==> src/hw/rtl/chtab_ram.sv <==
// Simple dual-port synchronous RAM, one write and one registered read port.
`timescale 1ns / 1ps
`default_nettype none

module chtab_ram #(
    parameter int WIDTH = 8,
    parameter int DEPTH = 16,
    parameter int AW    = $clog2(DEPTH)
) (
    input  wire logic             clk,
    input  wire logic             wr_en,
    input  wire logic [AW-1:0]    wr_addr,
    input  wire logic [WIDTH-1:0] wr_data,
    input  wire logic             rd_en,
    input  wire logic [AW-1:0]    rd_addr,
    output logic      [WIDTH-1:0] rd_data
);

    logic [WIDTH-1:0] mem [DEPTH];

    always_ff @(posedge clk)
    begin
        if (wr_en)
        begin
            mem[wr_addr] <= wr_data;
        end
    end

    always_ff @(posedge clk)
    begin
        if (rd_en)
        begin
            rd_data <= mem[rd_addr];
        end
    end

endmodule

`default_nettype wire

==> config.mk <==
export PLATFORM = sky130hd
export DESIGN_NAME = chtab_ram
export DESIGN_NICKNAME = d
export VERILOG_FILES = /design/src/hw/rtl/chtab_ram.sv
export SDC_FILE = /design/constraint.sdc
export NUM_CORES = 1
export LEC_CHECK = 0
export BUFFER_PORTS_ARGS = -buffer_cell sky130_fd_sc_hd__buf_2
export CAP_MARGIN = 25
export CORE_UTILIZATION = 25
export CTS_CLUSTER_SIZE = 28
export DETAILED_ROUTE_END_ITERATION = 10
export GPL_TIMING_DRIVEN = 1
export PLACE_DENSITY = 0.41
export SLEW_MARGIN = 20
export SYNTH_ARGS = -nofsm -noshare
export SYNTH_HDL_FRONTEND = slang
export SYNTH_SLANG_ARGS = --single-unit
==> constraint.sdc <==
create_clock -name clk -period 3.9 [get_ports clk]
set_input_delay 0.78 -clock clk [delete_from_list [all_inputs] [get_ports clk]]
set_output_delay 0.78 -clock clk [all_outputs]
set_load 0.01 [all_outputs]
# ---- Yosys cells after proc, flatten, opt, wreduce, memory -nomap -nowiden
# Memory sizes are Yosys's and may differ from the RTL's. A register that Yosys moved wholly into a read port is not among the register bits.
# Index checks and enable logic that the tools add are counted.
dict set report op_classes {
  muxes 2
}
# cell n
set op_table {}
lappend op_table {{$mux W1} 2}
dict set report totals {
  output_inout_bits 8
  ram_bits 128
  ff_bits 0
  elab_cells 3
  n_memories 1
}
# memory depth width read_ports rd_clocked_by_memory_dff write_ports line
set memory_table {}
lappend memory_table {mem 16 8 1 1 1 19} ;# logic [WIDTH-1:0] mem [DEPTH];

# ---- Longest topological paths before layout
dict set report depth {
  ltp_word 2
  ltp_mapped 5
  ltp_nobuf 3
}

# ---- Worst setup path before layout
# No wires, ideal clock.
dict set report synth_path {
  kind {input -> register}
  from {input wr_addr[2]}
  to {memory mem[0][0] (enable)}
  path_buffers 0
  stages 2
  setup_time_ns 0.383
  required_time_ns 3.517
  t_arrival_ns 1.890
  slack_ns 1.627
  cell_sequence {or3b_2 > nor3_1}
}
# item line
set synth_lines {}
lappend synth_lines {{start, declared} 12} ;# input wire logic [AW-1:0] wr_addr,
lappend synth_lines {{end, declared} 19}
# Straight into the memory's write port.

==> results.md <==
* Status: finished, final reports clean
* Clock sinks at ~140
* Met2 Usage GRT at ~17%
* DR WL/cell at approximately 21 um
* Cell taking the most area after synthesis: edfxtp_1
* Clock latency at the later pin of the worst-skew pair at 410 ps
* CP endpoint kind: flop
* Final hold violations at 0
* Top achievable clock speed at between 400 and 500 MHz
* Die Y at around 150 um
* Largest net degree at the start of global routing at 28
* Most Crowded Layer GR: met2
* Crit-path max FO at 20
* Filler cells at 1972
* Switching share of power at 20.8%
* TritonCTS buffer count at 17
* Post-DP HPWL at between 7000 and 8000 um
* Synth warn at 0
* RSZ-0062 raised after global routing: false
* Final worst path period need at 2380 ps
* Placed Cells at 522
* Ratio of cells with drive above 1 in the final layout at 29.1%
* Clock Tree Buf Depth at 2
* Comb power frac at under 10%
* HP Class: in2reg
* Multi-input logic area at roughly 1100 um2
* Post-CTS Setup Bufs at 0
* Final setup fails at 0
* Worst-path clk slew at 60 ps
* Synthesized area per cell at between 20 and 25 um2
* Final nets at slightly below 300
* Core Region at 20400 um2
* Mapped Area at roughly 5200 um2
* Register share of total power at a little under 50%
* Data arrival time of the worst path at approximately 2500 ps
* # hold bufs at CTS at 0
* DRT iter0 DRCs at ~190
* Overflow after GRT at 0
* Psw at 0.693 mW
* Worst Path Required at ~4100 ps
* Final TNS setup at 0 ps
* Num ports at 27
* Power Internal at 2.64 mW
* TritonCTS clock tree: built
* Antenna cells at 0
* Slack of the critical path at between 1500 and 2000 ps
* Sequential-to-total area share from yosys stat at about four fifths
* Ranking of synthesized cells by area: edfxtp_1 (78%), mux4_2 (7.8%), mux4_1 (7.0%), a22oi_1 (2.3%), nor2_1 (0.93%)
* Synthesis-to-layout area growth at 19.2%
* Startpoint types: primary input
* Dpl cell area at 5660 um2
* Fin area at just over 6000 um2
* Starting Density at 25.7%
* WS Path Type: in2reg
* Pwr dens at roughly 530 nW/um2
* Die W at 147 um
* Routed via count at around 2400
* Met3 Track Usage GR at 4.34%
* First-pass detailed-route iteration total at 4
* Post-synthesis cell type count at 18
* Post-CTS sizing at 0
* Commonest non-fill, non-tap cells in the layout: edfxtp_1 (136), buf_2 (26), mux4_2 (18), clkbuf_16 (17), a22oi_1 (16)
* Port bufs at 26
* Leading cell type in the layout, fill and taps excluded: edfxtp_1
* M1 GR Usage at between 10% and 20%
* Final period utilization at 61.1%
* Rel. slew slack at a little over a third
* Post-Syn Instances at between 200 and 250
* Die ar. at about 21000 um2
* Maximum vdd drop at 0.000292 V
* Post-synth top area share at roughly four fifths
* Layout Cells excl Fill at between 500 and 600
* Maxcap violations at 0
* Initial antenna violation count at 0
* Antenna viol nets, final at 0
* # H-tree levels at 4
* Number of global-route vias before repair at between 2000 and 3000
* Residual DRC at 0
* First-pass GRT wire length at around 17000 um
* Row count at 52
* FF/Latch Area at between 4000 and 5000 um2
* Root buffer cell: clkbuf_16
* Place WS at roughly 1000 ps
* Number of max-slew violations in the final report at 0
* Global-route usage over all layers at a little under an eighth
* Mean number of vias per cell at between 4 and 5
* Clock group share of total power at about 46%
* Routed Wire Length at 11600 um
* Synthesized Nets at approximately 250
* Number of synthesized register bits at ~140
* Max Clock Skew at about 8 ps
* Worst Max-Slew Pin Slew at between 900 and 1000 ps
* Leak at 2.02 nW
* RD Place Congestion at about 0.67
-- per-layer routing --
| metal | up-vias | part of all wire, % |
|---|---|---|
| met5 | - | 0 |
| met3 | 10 | 4.0 |
| met4 | 0 | 1.0 |
| met2 | 50 | 45 |
| li1 | 1070 | - |
| met1 | 1256 | 50 |
-- registers in the layout (all words and copies together), names as in the netlist --
name and count:
mem 128, rd_data 8
-- layout make-up --
class / instances / area share (%)
well taps: 270 / 5.42
clock inverters: 14 / 2.15
repair buffers: 34 / 3.05
flip-flops and latches: 136 / 65.5
multi-input cells: 83 / 17.0
clock buffers: 18 / 6.89
-- power groups by stage --
stage                     Sequential (mW)  Clock [mW]  Combinational (mW)
after floorplan                      1.69           0              0.0831
after global placement               1.68           0               0.160
after detailed placement             1.68           0               0.161
after CTS                            1.65        1.56               0.162
after global routing                 1.66        1.63               0.172
final                                1.65        1.52               0.156
-- worst max-delay path: stages --
cell and delay [ps]:
buf_2 540, buf_4 310, mux4_2 540, a22oi_1 270, nand2_1 90
-- cell usage after synthesis --
master           instances
edfxtp_1               136
mux4_2                  18
a22oi_1                 16
mux4_1                  14
nor2_1                  13
nand2_1                  9
nor3_1                   4
buf_2                    3
buf_6                    3
clkdlybuf4s25_2          3
nand2b_1                 2
nand3b_1                 2
and2_1                   1
and2b_1                  1
buf_4                    1
nand3_1                  1
nor2b_1                  1
or3b_2                   1
-- final timing paths --
kind / start / endpoint / slack, ps / cells after the start
setup / recovery: rd_addr[0] / rd_data[6] / 1520 / 5
hold / removal: rd_en / rd_data[4] / 720 / 1
setup reg to reg: mem[1][1] / rd_data[1] / 2330 / 3
hold reg to reg: mem[11][1] / rd_data[1] / 750 / 3
-- cells by family after synthesis --
logic type / synth area share (%)
buffers and inverters: 1.65
flip-flops: 78.1
AND/OR/NAND/NOR: 3.14
multiplexers: 14.8
AO/OA/AOI/OAI: 2.30
-- metrics by stage --
| step | util [%] | power [mW] | hold WS [ps] |
|---|---|---|---|
| 3_5_place_dp | 27.8 | 1.85 | 754 |
| 4_1_cts | 30.6 | 3.37 | 703 |
| 3_3_place_gp | 27.8 | 1.84 | 744 |
| 2_1_floorplan | - | 1.77 | 705 |
| 6_report | 30.6 | 3.33 | 722 |
| 5_1_grt | 30.6 | 3.46 | 704 |
Power figures use the tool's default switching activity.
